## config.mk

```make
export PLATFORM = sky130hd
export DESIGN_NAME = websocket_header_parser_unit_flat
export DESIGN_NICKNAME = d
export VERILOG_FILES = /design/src/hdl/wshp_pkg.sv /design/src/hdl/wshp_if.sv /design/src/hdl/wshp_capture.sv /design/src/hdl/wshp_check.sv /design/src/hdl/websocket_header_parser_unit.sv /design/src/flat_wrapper.sv
export SDC_FILE = /design/constraint.sdc
export NUM_CORES = 1
export LEC_CHECK = 0
export ABC_AREA = 1
export BUFFER_PORTS_ARGS = -buffer_cell sky130_fd_sc_hd__clkbuf_2
export CORE_UTILIZATION = 30
export DETAILED_ROUTE_END_ITERATION = 8
export GPL_TIMING_DRIVEN = 0
export SLEW_MARGIN = 20
export SYNTH_ARGS = -nofsm -noshare
export SYNTH_HDL_FRONTEND = slang
export SYNTH_SLANG_ARGS = --single-unit
```

## constraint.sdc

```tcl
create_clock -name clk -period 8.1 [get_ports clk]
set_input_delay 0.81 -clock clk [delete_from_list [all_inputs] [get_ports clk]]
set_output_delay 0.81 -clock clk [all_outputs]
set_load 0.02 [all_outputs]
```

## src/hdl/wshp_pkg.sv

```systemverilog
// Shared types, constants and helpers of the WebSocket frame header parser.
// No dependencies; every other file of the block takes names from here.
package wshp_pkg;

	localparam int unsigned PlenW = 63;
	localparam int unsigned AccW = 64;

	localparam logic [PlenW-1:0] MAX_PAYLOAD_RST = 63'd4096;

	localparam logic [6:0] LEN_CODE_16 = 7'd126;
	localparam logic [6:0] LEN_CODE_64 = 7'd127;
	localparam logic [6:0] CTRL_MAX_LEN = 7'd125;

	localparam logic [3:0] HDR_LEN_SHORT = 4'd2;
	localparam logic [3:0] HDR_LEN_MID = 4'd4;
	localparam logic [3:0] HDR_LEN_LONG = 4'd10;

	localparam logic [3:0] CNT_IDLE = 4'd0;
	localparam logic [3:0] CNT_GOT_B0 = 4'd1;

	localparam logic [3:0] OP_BINARY = 4'h2;
	localparam logic [3:0] OP_CLOSE = 4'h8;
	localparam logic [3:0] OP_PONG = 4'hA;

	typedef enum logic [1:0] {
		ST_OK = 2'd0,
		ST_PROTO_ERR = 2'd1,
		ST_TOO_LARGE = 2'd2
	} status_t;

	// completed header, handed from capture to check
	typedef struct packed {
		logic [7:0] b0;
		logic [7:0] b1;
		logic [AccW-1:0] accum;
	} hdr_t;

	typedef struct packed {
		status_t status;
		logic fin_flag;
		logic [3:0] frame_opcode;
		logic [PlenW-1:0] payload_length;
		logic [3:0] header_length;
	} result_t;

	// header bytes needed, from byte 1
	function automatic logic [3:0] needed_bytes(input logic [7:0] b1);
		logic [3:0] n;
		if (b1[6:0] == LEN_CODE_16) begin
			n = HDR_LEN_MID;
		end else if (b1[6:0] == LEN_CODE_64) begin
			n = HDR_LEN_LONG;
		end else begin
			n = HDR_LEN_SHORT;
		end
		return n;
	endfunction

endpackage

```

## src/hdl/wshp_if.sv

```systemverilog
// Valid/ready channel interfaces for header bytes and parse results.
// Depends on wshp_pkg for the payload widths.
interface wshp_in_if;
	logic valid;
	logic ready;
	logic [7:0] data_byte;
	logic header_start;

	modport source(output valid, output data_byte, output header_start, input ready);
	modport sink(input valid, input data_byte, input header_start, output ready);
endinterface

interface wshp_out_if;
	logic valid;
	logic ready;
	logic [1:0] status;
	logic fin_flag;
	logic [3:0] frame_opcode;
	logic [wshp_pkg::PlenW-1:0] payload_length;
	logic [3:0] header_length;

	modport source(output valid, output status, output fin_flag, output frame_opcode,
		output payload_length, output header_length, input ready);
	modport sink(input valid, input status, input fin_flag, input frame_opcode,
		input payload_length, input header_length, output ready);
endinterface

```

## src/hdl/wshp_capture.sv

```systemverilog
// Byte capture: byte counter, bytes 0/1, length accumulator, completed-header register.
// Depends on wshp_pkg.
module wshp_capture (
	input  logic clk,
	input  logic arst_n,
	input  logic accept,
	input  logic [7:0] data_byte,
	input  logic header_start,
	input  logic advance,
	output logic hdr_valid,
	output wshp_pkg::hdr_t hdr
);

	logic [3:0] cnt_q, cnt_n;
	logic [7:0] b0_q, b0_n, b1_q, b1_n;
	logic [wshp_pkg::AccW-1:0] acc_q, acc_n;
	logic start_byte, done;
	logic valid_s1;
	wshp_pkg::hdr_t hdr_s1;

	always_comb begin
		start_byte = header_start || (cnt_q == wshp_pkg::CNT_IDLE)
			|| (cnt_q > wshp_pkg::HDR_LEN_LONG);
		b0_n = b0_q;
		b1_n = b1_q;
		acc_n = acc_q;
		cnt_n = cnt_q;
		done = 1'b0;
		if (accept) begin
			if (start_byte) begin
				b0_n = data_byte;
				b1_n = 8'd0;
				acc_n = '0;
				cnt_n = wshp_pkg::CNT_GOT_B0;
			end else if (cnt_q == wshp_pkg::CNT_GOT_B0) begin
				b1_n = data_byte;
				acc_n = '0;
				cnt_n = cnt_q + 4'd1;
			end else begin
				acc_n = {acc_q[wshp_pkg::AccW-9:0], data_byte};
				cnt_n = cnt_q + 4'd1;
			end
			done = !start_byte && (cnt_n >= wshp_pkg::needed_bytes(b1_n));
			if (done) begin
				cnt_n = wshp_pkg::CNT_IDLE;
			end
		end
	end

	always_ff @(posedge clk or negedge arst_n) begin
		if (!arst_n) begin
			cnt_q <= wshp_pkg::CNT_IDLE;
			b0_q <= 8'd0;
			b1_q <= 8'd0;
			acc_q <= '0;
		end else begin
			cnt_q <= cnt_n;
			b0_q <= b0_n;
			b1_q <= b1_n;
			acc_q <= acc_n;
		end
	end

	always_ff @(posedge clk or negedge arst_n) begin
		if (!arst_n) begin
			valid_s1 <= 1'b0;
		end else if (done) begin
			valid_s1 <= 1'b1;
		end else if (advance) begin
			valid_s1 <= 1'b0;
		end
	end

	always_ff @(posedge clk) begin
		if (done) begin
			hdr_s1 <= '{b0: b0_n, b1: b1_n, accum: acc_n};
		end
	end

	assign hdr_valid = valid_s1;
	assign hdr = hdr_s1;

endmodule

```

## src/hdl/wshp_check.sv

```systemverilog
// Header checks and result register: validity rules, length decode, size limit.
// Depends on wshp_pkg.
module wshp_check (
	input  logic clk,
	input  logic arst_n,
	input  logic load,
	input  wshp_pkg::hdr_t hdr,
	input  logic [wshp_pkg::PlenW-1:0] max_payload,
	input  logic take,
	output logic res_valid,
	output wshp_pkg::result_t res
);

	logic [3:0] op;
	logic [6:0] code;
	logic fin, bad;
	logic [wshp_pkg::AccW-1:0] plen;
	logic [3:0] hlen;
	wshp_pkg::result_t res_n;
	logic valid_s2;
	wshp_pkg::result_t res_s2;

	always_comb begin
		op = hdr.b0[3:0];
		code = hdr.b1[6:0];
		fin = hdr.b0[7];
		bad = (hdr.b0[6:4] != 3'd0) || hdr.b1[7]
			|| !((op <= wshp_pkg::OP_BINARY)
			|| ((op >= wshp_pkg::OP_CLOSE) && (op <= wshp_pkg::OP_PONG)));
		if (code == wshp_pkg::LEN_CODE_16) begin
			plen = {48'd0, hdr.accum[15:0]};
			hlen = wshp_pkg::HDR_LEN_MID;
			if (hdr.accum[15:0] < {9'd0, wshp_pkg::LEN_CODE_16}) begin
				bad = 1'b1;
			end
		end else if (code == wshp_pkg::LEN_CODE_64) begin
			plen = hdr.accum;
			hlen = wshp_pkg::HDR_LEN_LONG;
			// top bit set, or fits in 16 bits
			if (hdr.accum[63] || (hdr.accum[62:16] == 47'd0)) begin
				bad = 1'b1;
			end
		end else begin
			plen = {57'd0, code};
			hlen = wshp_pkg::HDR_LEN_SHORT;
		end
		if (op[3] && ((plen > {57'd0, wshp_pkg::CTRL_MAX_LEN}) || !fin)) begin
			bad = 1'b1;
		end
		if (bad) begin
			res_n = '0;
			res_n.status = wshp_pkg::ST_PROTO_ERR;
		end else begin
			res_n.status = (plen[wshp_pkg::PlenW-1:0] > max_payload) ?
				wshp_pkg::ST_TOO_LARGE : wshp_pkg::ST_OK;
			res_n.fin_flag = fin;
			res_n.frame_opcode = op;
			res_n.payload_length = plen[wshp_pkg::PlenW-1:0];
			res_n.header_length = hlen;
		end
	end

	always_ff @(posedge clk or negedge arst_n) begin
		if (!arst_n) begin
			valid_s2 <= 1'b0;
		end else if (load) begin
			valid_s2 <= 1'b1;
		end else if (take) begin
			valid_s2 <= 1'b0;
		end
	end

	always_ff @(posedge clk) begin
		if (load) begin
			res_s2 <= res_n;
		end
	end

	assign res_valid = valid_s2;
	assign res = res_s2;

endmodule

```

## src/hdl/websocket_header_parser_unit.sv

```systemverilog
// Top level of the WebSocket frame header parser.
// Depends on wshp_pkg, wshp_if, wshp_capture and wshp_check.
//
// Header bytes enter on hdr, one request per cycle; the block takes one byte
// every clock as long as the result side drains. A header_start request
// restarts at byte 0. When a 2, 4 or 10 byte header completes, one result
// request leaves on res: the capture stage registers the completed header,
// then the check stage evaluates the reserved bits, opcode, mask bit, minimal
// length encoding and control-frame rules, compares the length with
// max_payload and registers the result. Both stages hold under backpressure,
// so up to two headers may be in flight while a result waits. Bytes that do
// not complete a header produce no result.
// Write max_payload (reset 4096) through cfg_wr_en/cfg_wr_data only while idle.
module websocket_header_parser_unit (
	input  logic clk,
	input  logic arst_n,
	input  logic cfg_wr_en,
	input  logic [wshp_pkg::PlenW-1:0] cfg_wr_data,
	wshp_in_if.sink hdr,
	wshp_out_if.source res
);

	logic [wshp_pkg::PlenW-1:0] max_payload_q;
	logic hdr_valid;
	wshp_pkg::hdr_t hdr_data;
	logic res_valid;
	wshp_pkg::result_t res_data;
	logic s2_load, s1_adv, accept;

	// hold the payload limit
	always_ff @(posedge clk or negedge arst_n) begin
		if (!arst_n) begin
			max_payload_q <= wshp_pkg::MAX_PAYLOAD_RST;
		end else if (cfg_wr_en) begin
			max_payload_q <= cfg_wr_data;
		end
	end

	// advance the check stage when its result register is empty or being taken
	assign s2_load = !res_valid || res.ready;
	assign s1_adv = hdr_valid && s2_load;
	// accept a byte unless a completed header is stuck in the capture stage
	assign hdr.ready = !hdr_valid || s2_load;
	assign accept = hdr.valid && hdr.ready;

	wshp_capture u_capture (
		.clk(clk),
		.arst_n(arst_n),
		.accept(accept),
		.data_byte(hdr.data_byte),
		.header_start(hdr.header_start),
		.advance(s1_adv),
		.hdr_valid(hdr_valid),
		.hdr(hdr_data)
	);

	wshp_check u_check (
		.clk(clk),
		.arst_n(arst_n),
		.load(s1_adv),
		.hdr(hdr_data),
		.max_payload(max_payload_q),
		.take(res.ready),
		.res_valid(res_valid),
		.res(res_data)
	);

	assign res.valid = res_valid;
	assign res.status = res_data.status;
	assign res.fin_flag = res_data.fin_flag;
	assign res.frame_opcode = res_data.frame_opcode;
	assign res.payload_length = res_data.payload_length;
	assign res.header_length = res_data.header_length;

endmodule

```

## src/flat_wrapper.sv

```systemverilog
// flat-port wrapper written by rule: the top's interface ports become plain ports
module websocket_header_parser_unit_flat 
  (clk, arst_n, cfg_wr_en, cfg_wr_data, hdr_valid, hdr_data_byte, hdr_header_start, hdr_ready, res_valid, res_status, res_fin_flag, res_frame_opcode, res_payload_length, res_header_length, res_ready);
  wshp_in_if hdr_i ();
  wshp_out_if res_i ();
  input  logic clk;
  input  logic arst_n;
  input  logic cfg_wr_en;
  input  logic [wshp_pkg::PlenW-1:0] cfg_wr_data;
  input wire logic [$bits(hdr_i.valid)-1:0] hdr_valid;
  input wire logic [$bits(hdr_i.data_byte)-1:0] hdr_data_byte;
  input wire logic [$bits(hdr_i.header_start)-1:0] hdr_header_start;
  output wire logic [$bits(hdr_i.ready)-1:0] hdr_ready;
  output wire logic [$bits(res_i.valid)-1:0] res_valid;
  output wire logic [$bits(res_i.status)-1:0] res_status;
  output wire logic [$bits(res_i.fin_flag)-1:0] res_fin_flag;
  output wire logic [$bits(res_i.frame_opcode)-1:0] res_frame_opcode;
  output wire logic [$bits(res_i.payload_length)-1:0] res_payload_length;
  output wire logic [$bits(res_i.header_length)-1:0] res_header_length;
  input wire logic [$bits(res_i.ready)-1:0] res_ready;
  assign hdr_i.valid = hdr_valid;
  assign hdr_i.data_byte = hdr_data_byte;
  assign hdr_i.header_start = hdr_header_start;
  assign hdr_ready = hdr_i.ready;
  assign res_valid = res_i.valid;
  assign res_status = res_i.status;
  assign res_fin_flag = res_i.fin_flag;
  assign res_frame_opcode = res_i.frame_opcode;
  assign res_payload_length = res_i.payload_length;
  assign res_header_length = res_i.header_length;
  assign res_i.ready = res_ready;
  websocket_header_parser_unit u_core (.clk(clk), .arst_n(arst_n), .cfg_wr_en(cfg_wr_en), .cfg_wr_data(cfg_wr_data), .hdr(hdr_i), .res(res_i));
endmodule
```

==> out/metrics.csv, run 1 <==
stage;metric;value;unit
routing;dr_total_vias;9366;
timing;finalSetupViolations;0;
cells_and_area;most-common-layout-cells;268 x inv_1, 168 x nand2_1, 153 x edfxtp_1;
clock_tree;cts_resized;0;
timing;period_needed;3.99;ns
setup_path;path_cells;inv_1 > ha_1 > nand2_1 > clkbuf_1 > o21ai_0 > nor4_1 > and3_1 > nand2_1 > ha_1 > nand2_1 > nor2_1 > a211oi_1 > o21ai_0 > inv_1 > nor2_4 > buf_16 > buf_12 > buf_12;
job;drv_cap;0;
global_routing;grt_pass1_wl;51.5;mm
die;die_area;0.0451;mm²
cells_and_area;n_fill_cell;4328;
clock_tree;clk_path_buf_depth;3;
global_routing;track_usage;15.0;%
power;ir_drop;151;µV
synthesis;synth.top_cells.by_area;edfxtp_1 35%, dfrtp_1 28%, inv_1 7.6%, ha_1 6.5%, nand2_1 4.7%;
setup_path;critPathBufInv;6;
die;fp-row-count;76;
clock_tree;clk_pin_slew;0.07;ns
timing;finClkSkew;0.0185;ns
clock_tree;cts-root-buf;clkbuf_16;
cells_and_area;fin_nets;1635;
die;die_w;212;µm
die;io_pins;153;
clock_tree;post_cts_buffers;0;
synthesis;synth_warnings;0;
timing;tightestPinTransition;0.684;ns
setup_path;critical_path.top_delay_family;simple AND/OR/NAND/NOR gates;
routing;highest_layer;met5;
power;p_leak;7.09;nW
routing;route.detailed.drc;0;
timing;setup_tns;0;ns
synthesis;synth_edf_count;153;
cells_and_area;layout_commonest_cell;inv_1;
cells_and_area;area_growth;20.8;%
setup_path;crit_top_cell;nand2_1;
cells_and_area;regArea;0.00832;mm²
global_routing;grt_pass1_vias;9339;
routing;routed_via_density;4.46;
setup_path;critPathSlowestCell;dfrtp_1;
timing;min_period_over_period;49.3;%
place;gp_congestion;0.888;
place;post-place-ws;4.09;ns
power;p_per_area;252;mW/mm²
cells_and_area;final_layout_size_suffix_gt1_share;16.4;%
clock_tree;cts_num_sinks;302;
synthesis;netlist.area_leader.share;34.6;%
clock_tree;clk_latency;0.57;ns
die;fp.dieH;212;µm
die;core;0.0434;mm²
timing;finalWorstSetupSlack;4.11;ns
routing;dr.pass1.iters;5;
synthesis;synth_top_cell_by_area;edfxtp_1;
cells_and_area;num_antenna_cells;0;
hold_path;hp-class;in -> async;
timing;slew_headroom;54.4;%
setup_path;worstSetupPathType;reg -> reg;
setup_path;critPathMaxStageDelay;0.39;ns
timing;rsz0062_at_grt;no;
routing;met1_length;15.0;mm
synthesis;synthDistinctLibCells;41;
synthesis;ys_seq_elements;302;
routing;drtIter0Drc;548;
setup_path;crit_fanout;27;
synthesis;synth_area;0.0133;mm²
setup_path;crit_arrival;4.25;ns
routing;wl_per_cell;16.2;µm
clock_tree;numCtsBuffers;30;
global_routing;grt_antenna_before_repair;2;
timing;hold_viol;0;
clock_tree;htreeDepth;1;
synthesis;ys_seq_area_share;62.7;%
timing;slew_viol_final;0;
synthesis;syn_avg_cell_area;10.2;µm²
global_routing;grt_max_degree;78;
synthesis;synthArstFlopShare;49.3;%
routing;drt-total-wl;33.9;mm
synthesis;ys.flop_type;edfxtp_1;
setup_path;cp-end-kind;register;
routing;route.met2.wl;16.0;mm
synthesis;synthCells;1298;
global_routing;gr-total-overflow;0;
cells_and_area;multi_input_area;0.00376;mm²
clock_tree;cts_tree;built;
die;start_util;30.6;%
outcome;status;completed;
routing;antenna_left;0;
routing;wl_met3;1.67;mm
timing;fmax;251;MHz
clock_tree;cts_hold_buffers;0;
place;detailed_place_hpwl;26.1;mm
setup_path;worst_ep_required_time;8.36;ns
place;portBuffers;150;
setup_path;startpoint_type;register;
-- routing by layer --
layer | global-route usage, % | up-vias
li1 | - | 4627
met1 | 19.4 | 4439
met2 | 25.0 | 231
met3 | 2.32 | 65
met4 | 6.05 | 4
met5 | 0 | -
-- worst reg2reg max path, cell delays in order, from the launching register on --
cell and delay [ns]:
dfrtp_1 0.39, inv_1 0.10, ha_1 0.20, nand2_1 0.19
clkbuf_1 0.37, o21ai_0 0.19, nor4_1 0.27, and3_1 0.26
nand2_1 0.07, ha_1 0.29, nand2_1 0.06, nor2_1 0.09
a211oi_1 0.05, o21ai_0 0.07, inv_1 0.11, nor2_4 0.29
buf_16 0.23, buf_12 0.21, buf_12 0.22
-- metrics by stage --
step	instance area [µm²]	std cells	power, mW	hold slack [ns]	util, %
detailed placement	15000	2042	2.63	0.484	34.6
finish	16100	2098	4.04	0.252	37.0
global route	16100	2098	4.23	0.316	37.0
global placement	14800	2034	2.59	0.468	34.1
floorplan	13300	1299	2.35	0.447	-
CTS	16100	2098	4.08	0.292	37.0
-- where the power goes --
group	total [mW]	internal (mW)	leakage, nW	switching, mW
logic	0.689	0.213	3.20	0.477
clock network	1.45	0.839	0.514	0.607
registers	1.91	1.84	3.37	0.0678
-- synth_stat cells, types with 14 or more instances --
master	count
inv_1	268
edfxtp_1	153
nor2_1	139
nand4_1	20
dfrtp_1	148
nand2_1	168
nor2_2	14
clkbuf_1	34
o21ai_0	100
ha_1	69
nand3_1	24
o22ai_1	61
a21oi_1	37
-- cell type report --
| type | count | area share (%) |
|---|---|---|
| buffer | 44 | 1.27 |
| clock buffer | 39 | 5.53 |
| clock inverter | 17 | 0.982 |
| inverter | 272 | 6.36 |
| multi-input combinational | 681 | 23.4 |
| sequential | 302 | 51.9 |
| tap | 585 | 4.56 |
| timing repair buffer | 158 | 6.01 |
-- flip-flops by register name, summed over array words and instances (netlist names) --
signal,count
u_core.u_check.res_valid,1
u_core.u_capture.hdr_valid,1
u_core.u_capture.cnt_q,4
u_core.u_capture.b0_q,8
u_core.u_capture.acc_q,64
u_core.max_payload_q,63
u_core.u_capture.hdr,80
u_core.u_capture.b1_q,8
u_core.u_check.res,73
-- cell families after synthesis --
family	synth area share, %
buffers and inverters	9.22
adders and majority gates	6.50
other	0.0282
muxes	0.0847
AOI/OAI and AO/OA	8.97
and+or+nand+nor	12.4
DFF	62.7
xor gates and xnor gates	0.132
-- final timing paths --
check	from	to	slack, ns	cells past startpoint
min in group clk	cfg_wr_data[52]	u_core.max_payload_q[52]	0.44	3
max	u_core.u_capture.cnt_q[1]	u_core.u_capture.hdr[37]	4.11	18
min	arst_n	u_core.max_payload_q[60]	0.25	1
max in group asynchronous	arst_n	u_core.max_payload_q[12]	6.93	2
max reg2reg	u_core.u_capture.cnt_q[1]	u_core.u_capture.hdr[37]	4.11	18
min reg2reg	u_core.u_capture.b0_q[3]	u_core.u_capture.b0_q[3]	0.50	2
(Power assumes the default switching activity.)
==> inputs of run 2 (changes only) <==
ABC_AREA = 0   (was 1)
clock period = 3.55 ns   (was 8.1 ns; I/O delays follow)
==> run 2 against run 1 <==
Net effect:
- critical path depth down 5
- hold slack worse by 0.24 ns
- register-to-register slack worse by 4.0 ns
- global-route usage rose by 1.1 points
- combinational power is 61% higher
- sequential power is 120% higher
- critical path type unchanged
- critical endpoint is now u_core.u_check.res[73]
==> out/metrics.csv, run 2 <==
stage;metric;value;unit;change
clock_tree;cts_tree;built;;
global_routing;track_usage;16.1;%;+1.1 points
global_routing;grt_max_degree;80;;+2.6%
die;core;0.0421;mm²;-2.8%
cells_and_area;final_layout_size_suffix_gt1_share;21.0;%;+4.6 points
cells_and_area;layout_commonest_cell;edfxtp_1;;
die;io_pins;153;;unchanged
hold_path;whs_path_depth;3;;
synthesis;synthArstFlopShare;49.3;%;unchanged
clock_tree;clk_pin_slew;0.06;ns;about the same
synthesis;synth_most_common_cell;edfxtp_1;;
cells_and_area;area_growth;22.7;%;
setup_path;worst-r2r-cell-count;13;;-5
synthesis;syn_avg_cell_area;12.7;µm²;+24%
global_routing;grt_pass1_vias;9127;;-2.3%
routing;dr_total_vias;8664;;-7.5%
synthesis;ys.flop_type;edfxtp_1;;
job;drv_cap;0;;unchanged
setup_path;cp-end-kind;register;;
power;p_per_area;542;mW/mm²;+120%
cells_and_area;fin_nets;1376;;-16%
place;dp_cells;1714;;-16%
synthesis;netlist.area_leader.share;35.6;%;+1.1 points
clock_tree;cts-root-buf;clkbuf_16;;
global_routing;gr-total-overflow;0;;unchanged
synthesis;synthDistinctLibCells;52;;+27%
timing;finClkSkew;0.0113;ns;-0.00719 ns
timing;fmax;291;MHz;+16%
routing;route.detailed.drc;0;;unchanged
setup_path;worstSetupPathType;reg -> reg;;
cells_and_area;most-common-layout-cells;153 x edfxtp_1, 152 x clkbuf_2, 148 x dfrtp_1;;
global_routing;grt_pass1_wl;53.5;mm;+3.9%
hold_path;hp-class;in -> reg;;
synthesis;synth_edf_count;153;;unchanged
synthesis;synth.top_cells.by_area;edfxtp_1 36%, dfrtp_1 29%, ha_1 6.7%, a22o_1 4.9%, and2_1 3.2%;;
synthesis;synthTopCellsByCount;153 x edfxtp_1, 148 x dfrtp_1, 87 x nand2_1, 77 x o21ai_0, 72 x a22o_1;;
setup_path;r2r_slack;0.12;ns;-3.99 ns
clock_tree;cts_num_sinks;302;;unchanged
hold_path;hold_start;cfg_wr_data[46];;
setup_path;crit_fanout;10;;-63%
die;fp-row-count;75;;-1.3%
timing;hold_viol;0;;unchanged
clock_tree;clk_path_buf_depth;3;;unchanged
setup_path;worstSetupStartpoint;u_core.u_capture.hdr[69];;
timing;slew_viol_final;0;;unchanged
cells_and_area;num_antenna_cells;0;;unchanged
die;die_w;209;µm;-1.5%
place;portBuffers;150;;unchanged
setup_path;crit_arrival;3.74;ns;-0.51 ns
synthesis;synthCells;1018;;-22%
synthesis;synth_area;0.0129;mm²;-3.0%
place;place_area;0.0145;mm²;-3.2%
die;start_util;30.6;%;-0.043 points
clock_tree;htreeDepth;1;;unchanged
timing;finalSetupViolations;0;;unchanged
power;ir_drop;352;µV;+130%
synthesis;synth_warnings;0;;unchanged
clock_tree;numCtsBuffers;31;;+3.3%
synthesis;ys_seq_elements;302;;unchanged
timing;rsz0062_at_grt;no;;
timing;slew_headroom;41.8;%;-13 points
timing;tightestPinTransition;0.869;ns;+0.186 ns
place;detailed_place_hpwl;26.3;mm;+0.68%
routing;routed_via_density;4.83;;+8.2%
routing;dr.pass1.iters;4;;-1
cells_and_area;n_fill_cell;4025;;-7.0%
routing;antenna_left;0;;unchanged
clock_tree;clk_latency;0.57;ns;about the same
timing;period_needed;3.43;ns;-0.556 ns
timing;min_period_over_period;96.7;%;+47 points
routing;wl_per_cell;19.5;µm;+21%
synthesis;synth_top_cell_by_area;edfxtp_1;;
routing;drt-total-wl;35.0;mm;+3.2%
setup_path;worst_ep_required_time;3.85;ns;-4.51 ns
setup_path;startpoint_type;register;;
global_routing;grt_antenna_before_repair;0;;-2
cells_and_area;stdcell_count;1793;;-15%
synthesis;ys_seq_area_share;64.6;%;+1.9 points
outcome;status;completed;;
power;p_leak;7.06;nW;-0.38%
die;fp.dieH;209;µm;-1.5%
die;die_area;0.0438;mm²;-2.9%
setup_path;crit-reg2reg-launch;u_core.u_capture.hdr[69];;
place;gp_congestion;0.845;;-4.8%
routing;drtIter0Drc;543;;-0.91%
cells_and_area;largest_reg_flops;80;;unchanged
cells_and_area;final_area;0.0158;mm²;-1.5%
-- run 2: area by class of cell --
type | instances | area, µm² | share of cell area (%)
buffer | 47 | 231 | 1.46
clock buffer | 38 | 832 | 5.26
clock inverter | 19 | 166 | 1.05
inverter | 70 | 263 | 1.66
multi-input combinational | 600 | 4200 | 26.5
sequential | 302 | 8320 | 52.6
tap | 539 | 674 | 4.26
timing repair buffer | 178 | 1120 | 7.11
-- run 2: kinds of logic (layout without fill, tap and decap cells) --
| group | count (synthesis) | count (layout) | synth area share, % |
|---|---|---|---|
| adders and majority gates | 69 | 69 | 6.70 |
| AOI/OAI and AO/OA | 213 | 213 | 11.3 |
| DFF | 302 | 302 | 64.6 |
| muxes | 12 | 12 | 1.06 |
| other | 1 | 2 | 0.0291 |
| xor gates and xnor gates | 2 | 2 | 0.136 |
| and+or+nand+nor | 302 | 302 | 12.5 |
| buffers and inverters | 117 | 352 | 3.69 |
-- run 2: routing by layer --
layer,wire [µm],track usage [%],vias to the layer above
met5,0,0,-
met1,15700,21.3,4296
met2,16800,26.9,195
met4,968,5.40,0
met3,1440,2.33,61
li1,-,-,4112
-- run 2: critical path: stages, from the launching register on --
cell and delay (ns):
edfxtp_1 0.38, and4_4 0.23, and3_4 0.20, buf_4 0.17
clkbuf_4 0.19, and3_1 0.20, ha_1 0.30, nand4_1 0.19
nor2_1 0.08, a221o_1 0.34, a211o_1 0.27, a211oi_4 0.29
o31a_1 0.23, a211oi_2 0.08
-- run 2: worst paths after layout --
path,end
max,u_core.u_check.res[73]
min,u_core.max_payload_q[46]
max reg2reg,u_core.u_check.res[73]
min reg2reg,u_core.u_check.res_valid
max in group asynchronous,u_core.max_payload_q[12]
min in group asynchronous,u_core.u_capture.acc_q[61]
-- run 2: report_power, final --
part           switching, mW  internal (mW)
logic                  0.707          0.400
registers              0.200           4.06
clock network           1.38           1.82
-- run 2: repair_timing --
| action | in CTS | in global routing |
|---|---|---|
| pin swaps | 4 | 7 |
| hold buffers | 17 | 0 |
| resized for setup | 20 | 8 |
| setup buffers | 1 | 4 |
| endpoints found under the setup margin | 24 | 1 |
| endpoints found under the hold margin | 94 | 0 |
-- run 2: stage by stage --
step	utilization, %	power, mW	setup TNS (ns)	setup WS [ns]	hold slack, ns
2_1_floorplan	-	4.91	0	0.00982	0.0594
6_report	37.5	8.57	0	0.116	0.0140
5_1_grt	37.5	8.91	0	0.0412	0.00921
4_1_cts	37.4	8.64	-0.00233	-0.00233	0.000490
3_3_place_gp	34.1	5.34	-157.42	-0.770	0.477
3_5_place_dp	34.5	5.41	-0.998	-0.566	0.449
==> inputs of run 3 (changes only) <==
clock period = 4.4 ns   (was 3.55 ns; I/O delays follow)
==> run 3 against run 2 <==
Net effect:
- critical path type unchanged
- count of clock-buffer cells in the layout up 3
- setup slack better by 0.18 ns
- sequential share of layout area grew 0.92 points
- cell count decreased by 1.1%
- register-to-register slack improved by 0.18 ns
- final area is 1.7% lower
- clock skew increased by 0.011 ns
- largest cell class unchanged
- critical path depth unchanged
==> out/metrics.csv, run 3 (synthesized netlist as in run 2, its figures left out) <==
stage;metric;value;unit;change
outcome;status;completed;;
timing;finalWorstSetupSlack;0.300;ns;+0.184 ns
setup_path;crit_arrival;4.41;ns;+0.67 ns
setup_path;critPathSlowestCell;a211oi_1;;
routing;route.detailed.drc;0;;unchanged
setup_path;crit-reg2reg-launch;u_core.u_capture.hdr[68];;
timing;hold_slack;0.0616;ns;+0.0476 ns
place;gp_congestion;0.822;;-2.7%
global_routing;grt_pass1_vias;9022;;-1.2%
setup_path;r2r-end;u_core.u_check.res[73];;
clock_tree;clk_pin_slew;0.06;ns;about the same
place;post-place-ws;0.263;ns;+0.829 ns
global_routing;grt_max_degree;86;;+7.5%
hold_path;hp-class;in -> reg;;
timing;hold_viol;0;;unchanged
die;die_w;209;µm;unchanged
timing;tightestPinTransition;0.804;ns;-0.0656 ns
clock_tree;htreeDepth;1;;unchanged
setup_path;cp-end-kind;register;;
setup_path;r2r_slack;0.30;ns;+0.18 ns
cells_and_area;fin_nets;1355;;-1.5%
place;dp_cells;1714;;unchanged
timing;setup_tns;0;ns;unchanged
timing;slew_viol_final;0;;unchanged
timing;rsz0062_at_grt;no;;
clock_tree;cts-root-buf;clkbuf_16;;
routing;dr_total_vias;8634;;-0.35%
setup_path;worst-r2r-cell-count;13;;unchanged
die;fp-row-count;75;;unchanged
die;die_area;0.0438;mm²;unchanged
die;start_util;30.6;%;unchanged
clock_tree;numCtsBuffers;31;;unchanged
setup_path;critPathBufInv;2;;unchanged
cells_and_area;stdcell_count;1773;;-1.1%
setup_path;worstSetupStartpoint;u_core.u_capture.hdr[68];;
routing;drt-total-wl;34.9;mm;-0.35%
timing;finClkSkew;0.0227;ns;+0.0115 ns
setup_path;crit_end;u_core.u_check.res[73];;
cells_and_area;final_layout_size_suffix_gt1_share;19.3;%;-1.7 points
global_routing;track_usage;16.0;%;-0.080 points
setup_path;worst_ep_required_time;4.71;ns;+0.86 ns
setup_path;cp.depth;13;;unchanged
global_routing;grt_antenna_before_repair;0;;unchanged
setup_path;path_cells;and4_1 > and3_1 > clkbuf_1 > clkbuf_1 > and3_1 > ha_1 > a21oi_1 > o21ai_0 > a221o_1 > a211o_1 > a211oi_1 > o31a_1 > a211oi_1;;
cells_and_area;area_growth;20.5;%;
global_routing;grt_pass1_wl;53.3;mm;-0.49%
cells_and_area;fin_util;36.9;%;-0.64 points
cells_and_area;layout_commonest_cell;edfxtp_1;;
die;fp.dieH;209;µm;unchanged
routing;routed_via_density;4.87;;+0.78%
cells_and_area;most-common-layout-cells;153 x edfxtp_1, 149 x clkbuf_2, 148 x dfrtp_1;;
setup_path;worstSetupPathType;reg -> reg;;
clock_tree;clk_latency;0.58;ns;about the same
timing;fmax;244;MHz;-16%
routing;antenna_left;0;;unchanged
setup_path;critical_path.top_delay_family;compound AO/OA/AOI/OAI gates;;
place;portBuffers;150;;unchanged
setup_path;startpoint_type;register;;
clock_tree;clk_path_buf_depth;3;;unchanged
setup_path;crit_fanout;10;;unchanged
timing;slew_headroom;46.2;%;+4.4 points
timing;period_needed;4.10;ns;+0.666 ns
power;ir_drop;284;µV;-19%
timing;min_period_over_period;93.2;%;-3.5 points
power;p_per_area;446;mW/mm²;-18%
timing;finalSetupViolations;0;;unchanged
routing;wl_per_cell;19.7;µm;+0.78%
die;core;0.0421;mm²;unchanged
place;detailed_place_hpwl;26.4;mm;+0.37%
clock_tree;cts_tree;built;;
routing;drtIter0Drc;604;;+11%
cells_and_area;num_antenna_cells;0;;unchanged
cells_and_area;largest_reg_flops;80;;unchanged
power;p_leak;6.95;nW;-1.5%
clock_tree;cts_num_sinks;302;;unchanged
job;drv_cap;0;;unchanged
die;io_pins;153;;unchanged
routing;dr.pass1.iters;7;;+3
setup_path;critPathMaxStageDelay;0.49;ns;+0.11 ns
global_routing;gr-total-overflow;0;;unchanged
==> run 3: cell count changes in the layout (fill, tap and decap cells not counted), moves of 3 or more <==
cell and change:
dlygate4sd3_1 -16, buf_4 -7, clkbuf_1 +7, clkinvlp_4 -4, clkbuf_2 -3, clkbuf_8 +3
==> run 3: per-stage QoR <==
step / cell area [µm²] / total power, mW
after floorplan: 12900 / 3.95
after global placement: 14300 / 4.30
after detailed placement: 14500 / 4.36
after CTS: 15500 / 6.99
after global routing: 15500 / 7.20
final: 15500 / 6.93
==> run 3: final cells by class <==
cell class	instances	area [µm²]
inverter	70	263
clock buffer	41	873
multi-input combinational	600	4110
timing repair buffer	157	935
fill	4066	26600
sequential	302	8320
clock inverter	17	153
tap	539	674
buffer	47	213
==> run 3: power breakdown <==
group	internal, mW	switching (mW)	leakage, nW
sequential	3.28	0.160	3.35
clock	1.51	1.11	0.519
combinational	0.299	0.562	3.08
==> run 3: per-layer routing <==
metal	vias up	track usage [%]	routed length [µm]
met5	-	0	0
met4	0	5.76	916
met3	48	2.18	1640
met2	227	26.4	16800
met1	4286	21.5	15500
li1	4073	-	-
==> run 3: how the worst min path moves through the flow <==
stage,depth (start not counted),endpoint,startpoint
final,3,u_core.max_payload_q[35],cfg_wr_data[35]
after global routing,3,u_core.max_payload_q[36],cfg_wr_data[36]
after global placement,1,u_core.u_check.res_valid,u_core.u_capture.hdr_valid
after floorplan,0,u_core.max_payload_q[0],arst_n
after CTS,3,u_core.max_payload_q[35],cfg_wr_data[35]
after detailed placement,1,u_core.u_capture.acc_q[59],arst_n
==> run 3: repair_timing <==
action                    4_1_cts  5_1_grt
setup buffers                   0        0
hold buffers                    1        0
resized for setup               0        0
hold endpoints to repair       64        0
==> run 3: tightest hold or removal path: cells and delay by family <==
kind | cells | cell delay [ns]
compound gates | 1 | 0.05
buf+inv | 1 | 0.07
simple gates | 1 | 0.04
